[src/rtl/rmf_pkg.sv]
`timescale 1ns / 1ps
`default_nettype none
// ----------------------------------------------------------------------------
// rmf_pkg
// shared types and constants of the rgb 3x3 median filter
// ----------------------------------------------------------------------------
package rmf_pkg;

  localparam int WIN_SIZE = 9;
  localparam int CFG_IDX_W = 1;
  localparam int CFG_DATA_W = 16;

  localparam logic [CFG_IDX_W-1:0] CFG_FRAME_WIDTH  = 1'b0;
  localparam logic [CFG_IDX_W-1:0] CFG_FRAME_HEIGHT = 1'b1;

  localparam logic OP_PIXEL = 1'b0;

  typedef struct packed {
    logic [7:0] red;
    logic [7:0] green;
    logic [7:0] blue;
  } pixel_t;

  // one window column: top is the newest row
  typedef struct packed {
    pixel_t top;
    pixel_t mid;
    pixel_t bot;
  } column_t;

  // per request control travelling with the window
  typedef struct packed {
    logic [WIN_SIZE-1:0] mask;
    logic [3:0]          half;
    logic                last;
  } win_ctl_t;

endpackage
`default_nettype wire

[src/rtl/rmf_rank_select.sv]
`timescale 1ns / 1ps
`default_nettype none
// ----------------------------------------------------------------------------
// rmf_rank_select
// pairwise compare stage then rank count and pick, per colour channel
// ----------------------------------------------------------------------------
module rmf_rank_select (
  input  wire                             clk,
  input  wire                             ld_cmp,
  input  wire                             ld_out,
  input  rmf_pkg::pixel_t [rmf_pkg::WIN_SIZE-1:0] win,
  input  rmf_pkg::win_ctl_t               ctl,
  output rmf_pkg::pixel_t                 pix_out,
  output logic                            last_out
);
  import rmf_pkg::*;

  logic [7:0]          val    [3][WIN_SIZE];
  logic [WIN_SIZE-1:0] pre_nxt[3][WIN_SIZE];
  logic [7:0]          val_r  [3][WIN_SIZE];
  logic [WIN_SIZE-1:0] pre_r  [3][WIN_SIZE];
  win_ctl_t            ctl_r;
  logic [7:0]          med_nxt[3];
  pixel_t              pix_r;
  logic                last_r;

  always_comb begin
    for (int i = 0; i < WIN_SIZE; i++) begin
      val[0][i] = win[i].red;
      val[1][i] = win[i].green;
      val[2][i] = win[i].blue;
    end
    // element j ranks below element i, ties broken by position
    for (int c = 0; c < 3; c++) begin
      for (int i = 0; i < WIN_SIZE; i++) begin
        for (int j = 0; j < WIN_SIZE; j++) begin
          pre_nxt[c][i][j] = ctl.mask[j] &&
            ((val[c][j] < val[c][i]) || ((val[c][j] == val[c][i]) && (j < i)));
        end
      end
    end
  end

  always_ff @(posedge clk) begin
    if (ld_cmp) begin
      val_r <= val;
      pre_r <= pre_nxt;
      ctl_r <= ctl;
    end
  end

  always_comb begin
    for (int c = 0; c < 3; c++) begin
      med_nxt[c] = '0;
      for (int i = 0; i < WIN_SIZE; i++) begin
        if (ctl_r.mask[i] && (4'($countones(pre_r[c][i])) == ctl_r.half)) begin
          med_nxt[c] = med_nxt[c] | val_r[c][i];
        end
      end
    end
  end

  always_ff @(posedge clk) begin
    if (ld_out) begin
      pix_r.red   <= med_nxt[0];
      pix_r.green <= med_nxt[1];
      pix_r.blue  <= med_nxt[2];
      last_r      <= ctl_r.last;
    end
  end

  assign pix_out  = pix_r;
  assign last_out = last_r;

endmodule
`default_nettype wire

[config.mk]
export PLATFORM = sky130hd
export DESIGN_NAME = rmf_rank_select
export DESIGN_NICKNAME = d
export VERILOG_FILES = /design/src/rtl/rmf_pkg.sv /design/src/rtl/rmf_rank_select.sv
export SDC_FILE = /design/constraint.sdc
export NUM_CORES = 1
export LEC_CHECK = 0
export ABC_AREA = 0
export BUFFER_PORTS_ARGS = -buffer_cell sky130_fd_sc_hd__buf_2
export CORE_UTILIZATION = 45
export CTS_BUF_LIST = sky130_fd_sc_hd__clkbuf_4
export CTS_CLUSTER_DIAMETER = 200
export CTS_CLUSTER_SIZE = 14
export DETAILED_ROUTE_END_ITERATION = 10
export HOLD_SLACK_MARGIN = 0.02
export PLACE_DENSITY_LB_ADDON = 0.05
export SYNTH_ARGS = -nofsm -noshare
export SYNTH_HDL_FRONTEND = slang
export SYNTH_SLANG_ARGS = --single-unit
[constraint.sdc]
create_clock -name clk -period 3.5 [get_ports clk]
set_input_delay 0.525 -clock clk [delete_from_list [all_inputs] [get_ports clk]]
set_output_delay 0.525 -clock clk [all_outputs]
set_load 0.05 [all_outputs]
==> Yosys cells after proc, flatten, opt, wreduce, memory -nomap -nowiden <==
Index checks and enable logic that the tools add are counted.
{ "classes": {"add_sub_neg": 216, "magnitude_cmp": 243, "n_eq_ne": 135, "muxes": 27, "bitwise": 24, "reduce_logical": 378} }
{ "op_table": {"columns": ["operator", "count"], "rows": [
  ["< comparator 8 bit", 243],
  ["== test 8 bit", 108],
  ["logical AND 1 bit", 270],
  ["adder 4 bit", 63],
  ["adder 1 x 1 -> 2 bit", 108],
  ["two-way mux 8 bit", 27],
  ["OR 8 bit", 24],
  ["adder 4 x 1 -> 4 bit", 27],
  ["== test 4 bit", 27],
  ["logical OR 1 bit", 108],
  ["adder 2 x 2 -> 3 bit", 12],
  ["adder 3 x 3 -> 4 bit", 5],
  ["adder 3 x 4 -> 4 bit", 1]
]} }
{ "word_totals": {"reg_bits": 498, "in_bits": 233, "output_inout_bits": 25} }

==> Depth between registers and ports, before layout <==
Gate-level depths: netlist (run 1).
{ "depth": {"ltp_word": 23, "mapped_depth": 14, "mapped_depth_nobuf": 13} }

==> Least setup slack after synthesis (run 1) <==
OpenSTA, ideal clock, no wires.
{ "synth_path": {"path_kind": "register to register", "from": "register pre_r[168] (netlist bit)", "to": "register pix_r, in the netlist pix_out[17] (data pin)", "t_arrival_ns": 3.316, "required_ns": 3.237, "path_slack_ns": -0.080, "stages_incl_launch_ff": 13, "synth_period_minus_slack_ns": 3.580, "path_cell_list": "edfxtp_1 -> ha_1 -> fa_1 -> inv_1 -> fa_1 -> inv_1 -> ha_1 -> fa_1 -> xor2_1 -> nor3_1 -> and3_4 -> a22o_1 -> a2111o_1"} }
{ "synth_rtl": {"columns": ["element", "line_no", "rtl"], "rows": [
  ["start, declared", "rmf_rank_select.sv:21", "logic [WIN_SIZE-1:0] pre_r [3][WIN_SIZE];"],
  ["start signal, assigned", "rmf_rank_select.sv:47", "pre_r <= pre_nxt;"],
  ["end, declared", "rmf_rank_select.sv:24", "pixel_t pix_r;"]
]} }

==> metrics, run 1 <==
portion of the post-synthesis area used by sequential elements between 30% and 40%; starting density of the core 45.4%; vias after detailed routing ~33,000; most common flop cell mapped by yosys sky130_fd_sc_hd__edfxtp_1; CTS HTree Levels 2; critical path start-end classification register to register; proportion of layout cells with a drive suffix above 1 12.4%; RSZ-0062 raised after global routing yes; Min Hold Slack approximately 0.11 ns; critical path fanouts, max 4; Required @ worst endpoint 4.16 ns; number of buffers added by the clock tree synthesis step 39; clock skew around 0.1 ns; Critical Path Start Type register; slew at the pin closest to its max-slew limit about 1.1 ns; Rows around 110; register bit count reported by yosys approximately 470; number of global-route vias before repair about 32,000; ys async rst share 0%; sinks on the clock net 471; synthesized area roughly 42,000 µm²; routed wirelength normalized by instance count approximately 28 µm; wire length of the first global-routing pass 222 mm; number of different library cells in the post-synthesis netlist 54; Synthesis Warnings 0; largest net degree at the start of global routing 77; number of DRC markers after the initial detailed-route iteration between 3,000 and 4,000; detailed placement HPWL between 100 and 150 mm; start point of the worst hold path win[44]; setup TNS -1.72 ns; slack of the critical path -0.172 ns; full die area about 95,000 µm²; final-stage net count between 5,000 and 6,000; CTS tree done; dominant cell type by area after synthesis sky130_fd_sc_hd__edfxtp_1; Die W 309 µm; initial antenna violation count 4; maximum count of clock buffers along a single path 3; number of enable flip-flop cells after synthesis between 400 and 500; gp weighted congestion approximately 0.9; count of pins over their slew limit 0; Syn-to-layout area delta 13.3%; timing-limited maximum frequency 272 MHz; post-synthesis cell count approximately 3,800; failing checks negative setup slack; max-slew headroom at the worst pin 24.2%; classification of the worst-slack hold path primary input to register; filler instances between 8,000 and 9,000; area share of the leading cell type in the synthesized netlist about a third; overall routing resource usage roughly 33%; static leakage ~23 nW; drt via density roughly 6.0; cell with the most instances after synthesis sky130_fd_sc_hd__ha_1; cell types with the largest area share after synthesis sky130_fd_sc_hd__edfxtp_1 33%, sky130_fd_sc_hd__ha_1 30%, sky130_fd_sc_hd__fa_1 5.2%, sky130_fd_sc_hd__a21o_1 3.7%, sky130_fd_sc_hd__nand4_1 3.2%; Reg clk slew, reported paths approximately 0.21 ns; share of the core filled with cells in the final layout about half; status finished, violations left; drc violations 0; worst-case vdd ir drop ~0.25 mV; commonest cells in the netlist 1,004 x sky130_fd_sc_hd__ha_1, 471 x sky130_fd_sc_hd__edfxtp_1, 363 x sky130_fd_sc_hd__inv_1, 229 x sky130_fd_sc_hd__nor2_1, 218 x sky130_fd_sc_hd__nand4_1; Detailed Route WL 158 mm; worst reg2reg path startpoint pre_r[102]$_DFFE_PP_; Final setup violation count 21; Ports 258; final-report hold violation count 0; nature of the critical path endpoint register; PortBufs 257; sum of overflow across all layers after global routing 0; clock insertion delay at the later pin of the skew report 0.89 ns; Routed Antenna Nets 0; CP Data Arrival Time about 4.3 ns; final period demand of the worst path roughly 3.7 ns; first element of the critical path pre_r[102]$_DFFE_PP_; average footprint of a synthesized cell 11.1 µm²; power per cell area about 390 nW/µm²; maximum capacitance violations 0; standard cell core area between 90,000 and 100,000 µm²; Die H between 300 and 400 µm; Clk Tree Root Cell sky130_fd_sc_hd__clkbuf_4; Tcrit/Tclk final 105%; Detailed Routing Iterations Pass 1 6
[cell families (layout without fill, tap and decap cells)]
logic type | count (synthesis) | after routing | synth area share, %
fa+ha+maj | 1115 | 1115 | 34.9
compound gates | 902 | 902 | 14.7
simple gates | 840 | 840 | 11.2
flops | 471 | 471 | 33.4
buf+inv | 400 | 885 | 3.78
xor+xnor | 100 | 100 | 2.07
other cells | 1 | 4 | 0.00885
[cell usage in the layout (no fill, tap or decap), drive strengths merged, types with 63 or more instances in the layout]
cell type,n
fa,111
inv,363
ha,1004
a21o,207
o21a,164
nor2b,113
o21ai,127
o211a,63
nor2,229
buf,333
dlygate4sd3,144
a21oi,202
or2,63
edfxtp,471
nand4,218
[report_power, final]
part	leakage [nW]	total [mW]	internal (mW)	switching (mW)
Clock	0.208	2.50	0.670	1.83
Sequential	4.60	7.30	6.95	0.350
Combinational	18.0	8.85	3.60	5.25
[registers in the layout (all words and copies together) (netlist names)]
signal / count
pre_r: 216
val_r: 216
pix_out: 24
ctl_r: 14
last_out: 1
[cell type report]
cell class	instances	area, µm²	share of cell area, %
repair buffers	477	3490	7.28
multi-input cells	2960	27000	56.4
inverters	366	1370	2.86
clock buffers	39	293	0.610
clock inverters	3	67.6	0.141
well taps	1254	1570	3.27
diodes	1	2.50	0.00522
flip-flops and latches	471	14100	29.5
[stage by stage]
| stage | instance area [µm²] | cells | setup slack, ns | power, mW |
|---|---|---|---|---|
| finish | 48000 | 5571 | -0.172 | 18.7 |
| global route | 48000 | 5571 | -0.293 | 19.8 |
| CTS | 47900 | 5569 | -0.141 | 18.6 |
| detailed placement | 45700 | 5382 | -0.331 | 15.8 |
| global placement | 45700 | 5382 | -0.327 | 15.7 |
| floorplan | 42400 | 3831 | 0.000492 | 12.7 |
[what timing repair did]
action	CTS	global route
resized for setup	80	18
endpoints found under the hold margin	144	0
pin swaps	65	26
buffers inserted	1	1
hold buffers	144	0
setup endpoints to repair	24	24
[layer usage]
metal	vias to the layer above	part of all wire [%]	global-route usage, %
met5	-	0	0
met3	255	6.0	3.25
met4	0	3.6	10.5
met2	1268	46	54.4
met1	16400	44	45.0
li1	15500	-	-
[worst paths after layout]
check	endpoint	slack (ns)	cells past startpoint
setup / recovery	pix_out[8]$_DFFE_PP_	-0.17	12
setup reg to reg	pix_out[8]$_DFFE_PP_	-0.17	12
hold reg to reg	last_out$_DFFE_PP_	0.45	0
hold / removal	val_r[204]$_DFFE_PP_	0.11	1
[critical path, stage by stage, from the launching register on]
cell and delay [ns]:
sky130_fd_sc_hd__edfxtp_1 0.42, sky130_fd_sc_hd__ha_1 0.32, sky130_fd_sc_hd__fa_2 0.53, sky130_fd_sc_hd__inv_2 0.04
sky130_fd_sc_hd__fa_2 0.33, sky130_fd_sc_hd__inv_2 0.07, sky130_fd_sc_hd__ha_4 0.12, sky130_fd_sc_hd__fa_2 0.44
sky130_fd_sc_hd__xor2_2 0.17, sky130_fd_sc_hd__nor4_4 0.56, sky130_fd_sc_hd__a2111oi_2 0.19, sky130_fd_sc_hd__buf_4 0.18
sky130_fd_sc_hd__nand3_1 0.07
Note: power is estimated with default switching activity, not from simulation.
==> run 2: changes to the inputs <==
==> constraint.sdc (replaced) <==
create_clock -name clk -period 3.73 [get_ports clk]
set_input_delay 0.5595 -clock clk [delete_from_list [all_inputs] [get_ports clk]]
set_output_delay 0.5595 -clock clk [all_outputs]
set_load 0.05 [all_outputs]
==> run 2 against run 1 <==
The run now ends clean. Global-route usage shrank 0.29 points. Non-clock buffer count decreased by 73. Cell area decreased by 1.8%. Combinational power shrank 9.2%. Routed wire length down 0.67%. Hold slack got worse by 0.027 ns. Via count shrank 1.6%. Register-to-register slack better by 0.21 ns. Die area unchanged.
==> metrics, run 2 (synthesis gave the netlist of run 1 again) <==
status complete, no violations; max-slew headroom at the worst pin 24.8% (+0.64 points); Rows 112 (unchanged); clock insertion delay at the later pin of the skew report 0.84 ns (-0.05 ns); largest net degree at the start of global routing 87 (+13%); CP Data Arrival Time 4.25 ns (-0.09 ns); CTS HTree Levels 2 (unchanged); most frequent cell on the critical path sky130_fd_sc_hd__fa_1; proportion of layout cells with a drive suffix above 1 11.6% (-0.78 points); number of global-route vias before repair 31,300 (-2.0%); number of buffers added by the clock tree synthesis step 39 (unchanged); number of DRC markers after the initial detailed-route iteration 2,948 (-5.1%); CTS tree done; drt via density 5.97 (-0.35%); ordered list of cells on the worst path ha_4 > fa_2 > inv_2 > fa_1 > inv_1 > ha_2 > fa_1 > xor2_2 > nor4_4 > buf_12 > a2111oi_4 > buf_4 > nand3_1; Crit-path slowest cell sky130_fd_sc_hd__fa_2; commonest cells after routing, fill and taps aside 988 x sky130_fd_sc_hd__ha_1, 471 x sky130_fd_sc_hd__edfxtp_1, 359 x sky130_fd_sc_hd__inv_1; cell depth of the worst min-delay path 1 (unchanged); final period demand of the worst path 3.69 ns (+0.0163 ns); nature of the critical path endpoint register; RSZ-0062 raised after global routing yes; power per cell area 365 nW/µm² (-6.2%); count of buffer and inverter cells on the critical path 4 (+1); maximum count of clock buffers along a single path 3 (unchanged); vias after detailed routing 32,800 (-1.6%); sum of overflow across all layers after global routing 0 (unchanged); starting density of the core 45.4% (unchanged); Routed Antenna Nets 0 (unchanged); family of cells with the greatest summed delay on the critical path adder cells; slew at the pin closest to its max-slew limit 1.13 ns (-0.00955 ns); sinks on the clock net 471 (unchanged); delay of the slowest cell on the worst path 0.53 ns (-0.03 ns); clock skew 0.0762 ns (-0.0234 ns); Required @ worst endpoint 4.30 ns (+0.14 ns); worst-case vdd ir drop 0.286 mV (+13%); initial antenna violation count 10 (+6); number of standard cells in the layout, taps in and fillers out 5,501 (-1.3%); Ports 258 (unchanged); Critical Path Start Type register; Reg clk slew, reported paths 0.23 ns (+0.02 ns); detailed placement HPWL 119 mm (about the same); final-stage net count 5,590 (-1.3%); classification of the worst-slack hold path primary input to register; full die area 95,400 µm² (unchanged); drc violations 0 (unchanged); standard cell core area 93,300 µm² (unchanged); R2R depth 13 (+1); logic depth of the worst setup path including buffers 13 (+1); wire length of the first global-routing pass 221 mm (-0.70%); Die H 309 µm (unchanged); dpl cells 5,360 (-0.41%); critical path start-end classification register to register; Clk Tree Root Cell sky130_fd_sc_hd__clkbuf_4; Detailed Routing Iterations Pass 1 6 (unchanged); Die W 309 µm (unchanged); overall routing resource usage 32.6% (-0.29 points); share of the core filled with cells in the final layout 50.5% (-0.91 points); Tcrit/Tclk final 98.9% (-6.0 points); gp weighted congestion 0.933 (+1.7%); Detailed Route WL 157 mm (-0.67%); PortBufs 257 (unchanged); static leakage 22.5 nW (-1.6%); routed wirelength normalized by instance count 28.6 µm (+0.59%); final-report hold violation count 0 (unchanged); leading cell type in the layout, fill and taps excluded sky130_fd_sc_hd__ha_1; Final setup violation count 0 (-100%); critical path fanouts, max 4 (unchanged); maximum capacitance violations 0 (unchanged); timing-limited maximum frequency 271 MHz (-0.44%); count of pins over their slew limit 0 (unchanged); Syn-to-layout area delta 11.3%
==> run 2: cell count changes in the layout (fill, tap and decap cells not counted), sizes merged <==
cell	delta
bufinv	-1
buf	-21
diode	+2
dlygate4sd3	-52
inv	+1
clkbuf	+1
==> run 2: worst paths after layout <==
path | from | endpoint | slack [ns]
max | pre_r[102]$_DFFE_PP_ | pix_out[8]$_DFFE_PP_ | 0.04
min reg2reg | ctl_r[0]$_DFFE_PP_ | last_out$_DFFE_PP_ | 0.44
max reg2reg | pre_r[102]$_DFFE_PP_ | pix_out[8]$_DFFE_PP_ | 0.04
min | win[153] | val_r[89]$_DFFE_PP_ | 0.08
==> run 2: area by class of cell <==
class | count | area, µm²
diodes | 3 | 7.51
clock buffers | 40 | 300
clock inverters | 3 | 41.3
fillers | 8622 | 46200
inverters | 366 | 1370
multi-input cells | 2960 | 26900
flip-flops and latches | 471 | 14100
well taps | 1254 | 1570
repair buffers | 404 | 2740
==> run 2: stage by stage <==
step | setup slack (ns) | power (mW) | area (µm²) | hold slack (ns) | setup TNS [ns]
after floorplan | 0.150 | 11.9 | 42400 | 0.400 | 0
after global placement | -0.0243 | 14.5 | 45500 | 0.410 | -0.0611
after detailed placement | -0.0232 | 14.6 | 45500 | 0.409 | -0.0526
after CTS | 0.00114 | 16.9 | 46800 | 0.0217 | 0
after global routing | -0.0677 | 18.3 | 47100 | 0.0202 | -0.171
final | 0.0418 | 17.2 | 47100 | 0.0817 | 0
==> run 2: power by group <==
part	internal [mW]	switching (mW)
clock	0.571	1.72
combinational	3.18	4.85
sequential	6.52	0.338
total	10.3	6.91
==> run 2: routing by layer <==
metal / wire length (µm) / vias up / global-route usage [%]
met1: 69300 / 16100 / 44.7
met3: 9030 / 216 / 2.79
li1: - / 15300 / -
met4: 5280 / 6 / 9.92
met2: 73400 / 1176 / 54.4
met5: 45 / - / 0
==> run 2: repair_timing <==
item / in CTS / in global routing
endpoints found under the hold margin: 92 / 0
pin swaps: 1 / 48
hold buffers: 92 / 0
setup endpoints to repair: 10 / 23
setup buffers: 0 / 5
resized for setup: 5 / 71
==> run 3: changes to the inputs <==
--- a/config.mk
+++ b/config.mk
@@ -7,11 +7,12 @@
 export LEC_CHECK = 0
 export ABC_AREA = 0
 export BUFFER_PORTS_ARGS = -buffer_cell sky130_fd_sc_hd__buf_2
-export CORE_UTILIZATION = 45
+export CORE_UTILIZATION = 35
 export CTS_BUF_LIST = sky130_fd_sc_hd__clkbuf_4
 export CTS_CLUSTER_DIAMETER = 200
 export CTS_CLUSTER_SIZE = 14
 export DETAILED_ROUTE_END_ITERATION = 10
+export GPL_TIMING_DRIVEN = 0
 export HOLD_SLACK_MARGIN = 0.02
 export PLACE_DENSITY_LB_ADDON = 0.05
 export SYNTH_ARGS = -nofsm -noshare
==> run 3 against run 2 <==
The flow now finishes with violations (negative setup slack). Global-route usage shrank 5.5 points. Hold slack gained 0.065 ns. Fmax shrank 3.5%. Register-to-register slack lost 0.13 ns. Critical path depth shrank 1. First-iteration DRC count shrank 14%. Worst setup slack lost 0.13 ns. Sequential share of layout area shrank 1.4 points. Final cell count grew 9.1%. Via count shrank 0.12%. Sequential power shrank 1%.
==> metrics, run 3 (synthesis gave the netlist of run 1 again) <==
status finished, violations left; failing checks negative setup slack; Final setup violation count 11 (+11); grt met3 use 2.14% (-0.65 points); RSZ-0062 raised after global routing yes; leading cell type in the layout, fill and taps excluded sky130_fd_sc_hd__ha_1; classification of the worst-slack hold path primary input to register; drt via density 5.46 (-8.5%); Clk Tree Root Cell sky130_fd_sc_hd__clkbuf_4; dpl cells 5,704 (+6.4%); final-stage net count 5,732 (+2.5%); final period demand of the worst path 3.82 ns (+0.132 ns); Ports 258 (unchanged); worst reg2reg path startpoint pre_r[167]$_DFFE_PP_; slack of the critical path -0.0904 ns (-0.132 ns); Tcrit/Tclk final 102% (+3.5 points); maximum count of clock buffers along a single path 3 (unchanged); Reg clk slew, reported paths 0.17 ns (-0.06 ns); met1 routing resource usage after global routing 37.5% (-7.2 points); number of buffers added by the clock tree synthesis step 39 (unchanged); clock skew 0.0981 ns (+0.0219 ns); most congested layer reported by global routing met2; Required @ worst endpoint 4.42 ns (+0.12 ns); pre-CTS setup slack -0.660 ns (-0.637 ns); footprint of the multi-input gates 27,300 µm² (+1.3%); max-slew headroom at the worst pin 4.67% (-20 points); delay of the slowest cell on the worst path 0.54 ns (about the same); count of buffer and inverter cells on the critical path 2 (-2); gp weighted congestion 0.879 (-5.7%); number of DRC markers after the initial detailed-route iteration 2,545 (-14%); Syn-to-layout area delta 16.6%; Rows 127 (+13%); power per cell area 364 nW/µm² (-0.10%); detailed placement HPWL 127 mm (+6.6%); largest net degree at the start of global routing 112 (+29%); static leakage 23.1 nW (+2.8%); critical path fanouts, max 5 (+1); Die W 350 µm (+13%); full die area 122,000 µm² (+28%); nature of the critical path endpoint register; CTS tree done; slew at the pin closest to its max-slew limit 1.43 ns (+0.302 ns); Routed Antenna Nets 0 (unchanged); sinks on the clock net 471 (unchanged); timing-limited maximum frequency 262 MHz (-3.5%); final-report hold violation count 0 (unchanged); commonest cells after routing, fill and taps aside 983 x sky130_fd_sc_hd__ha_1, 471 x sky130_fd_sc_hd__edfxtp_1, 354 x sky130_fd_sc_hd__inv_1; number of global-route vias before repair 32,000 (+2.1%); sum of overflow across all layers after global routing 0 (unchanged); maximum capacitance violations 0 (unchanged); Crit-path slowest cell sky130_fd_sc_hd__fa_1; first element of the critical path pre_r[167]$_DFFE_PP_; critical path start-end classification register to register; Detailed Routing Iterations Pass 1 6 (unchanged); PortBufs 257 (unchanged); fraction of met2 tracks used by global routing 45.6% (-8.8 points); proportion of layout cells with a drive suffix above 1 11.9% (+0.33 points); number of standard cells in the layout, taps in and fillers out 6,002 (+9.1%); area taken by flip-flops and latches 14,100 µm² (unchanged); drc violations 0 (unchanged); vias after detailed routing 32,800 (-0.12%); CTS HTree Levels 2 (unchanged); Detailed Route WL 167 mm (+6.6%); count of pins over their slew limit 0 (unchanged); Critical Path Start Type register; most frequent cell on the critical path sky130_fd_sc_hd__fa_1; CP Data Arrival Time 4.51 ns (+0.26 ns); Placed Instance Area 45,800 µm² (+0.71%); starting density of the core 35.3% (-10 points); filler instances 11,700 (+35%); wire length of the first global-routing pass 233 mm (+5.7%); clock insertion delay at the later pin of the skew report 0.98 ns (+0.14 ns); Die H 350 µm (+13%); routed wirelength normalized by instance count 27.9 µm (-2.3%); share of the core filled with cells in the final layout 41.2% (-9.3 points); start point of the worst hold path ctl[12]; standard cell core area 120,000 µm² (+29%); Min Hold Slack 0.147 ns (+0.0651 ns); overall routing resource usage 27.0% (-5.5 points); family of cells with the greatest summed delay on the critical path adder cells; worst-case vdd ir drop 0.294 mV (+2.6%); Final Instance Area 49,400 µm² (+4.8%); ordered list of cells on the worst path ha_2 > fa_1 > inv_1 > fa_1 > inv_1 > ha_2 > fa_1 > xor2_2 > nor3_4 > and3_4 > a22o_1 > a2111o_1; initial antenna violation count 17 (+7)
[run 3: cell count changes in the layout (fill, tap and decap cells not counted), sizes merged]
cell         delta
dlygate4sd3   +137
diode           +1
buf            -12
clkbuf         +17
[run 3: timing repair]
action | in CTS | in global routing
gates resized for setup | 88 | 54
endpoints found under the hold margin | 272 | 0
hold buffers | 229 | 0
buffers inserted | 17 | 7
setup endpoints to repair | 24 | 24
pin swaps | 71 | 51
[run 3: final cells by class]
class	count	share of cell area, %
Multi-Input combinational cell	2960	55.3
Sequential cell	471	28.6
Timing Repair Buffer	513	8.05
Tap cell	1612	4.08
Inverter	366	2.79
Clock buffer	40	0.608
Buffer	33	0.451
Clock inverter	3	0.0836
Antenna cell	4	0.0203
[run 3: path summary, 6_finish.rpt]
path,endpoint,slack [ns],cells after the start
setup / recovery,pix_out[16]$_DFFE_PP_,-0.09,12
hold / removal,ctl_r[12]$_DFFE_PP_,0.15,1
setup reg to reg,pix_out[16]$_DFFE_PP_,-0.09,12
hold reg to reg,last_out$_DFFE_PP_,0.44,0
[run 3: per-stage QoR]
step           power [mW]   TNS, ns
6_report             18.0    -0.443
5_1_grt              19.2     -2.30
3_3_place_gp         14.8  -2496.69
3_5_place_dp         14.8     -9.28
4_1_cts              17.9    -0.539
2_1_floorplan        11.9         0
[run 3: layer usage]
| metal | vias to the layer above | wire length, µm | part of all wire (%) |
|---|---|---|---|
| met3 | 165 | 6960 | 4.2 |
| li1 | 15600 | - | - |
| met2 | 844 | 79200 | 47 |
| met1 | 16200 | 77300 | 46 |
| met5 | - | 34 | 0.020 |
| met4 | 4 | 3880 | 2.3 |
[run 3: report_power, final]
group,internal (mW),switching [mW],total [mW]
clock,0.569,1.92,2.48
sequential,6.52,0.260,6.78
combinational,3.45,5.29,8.74
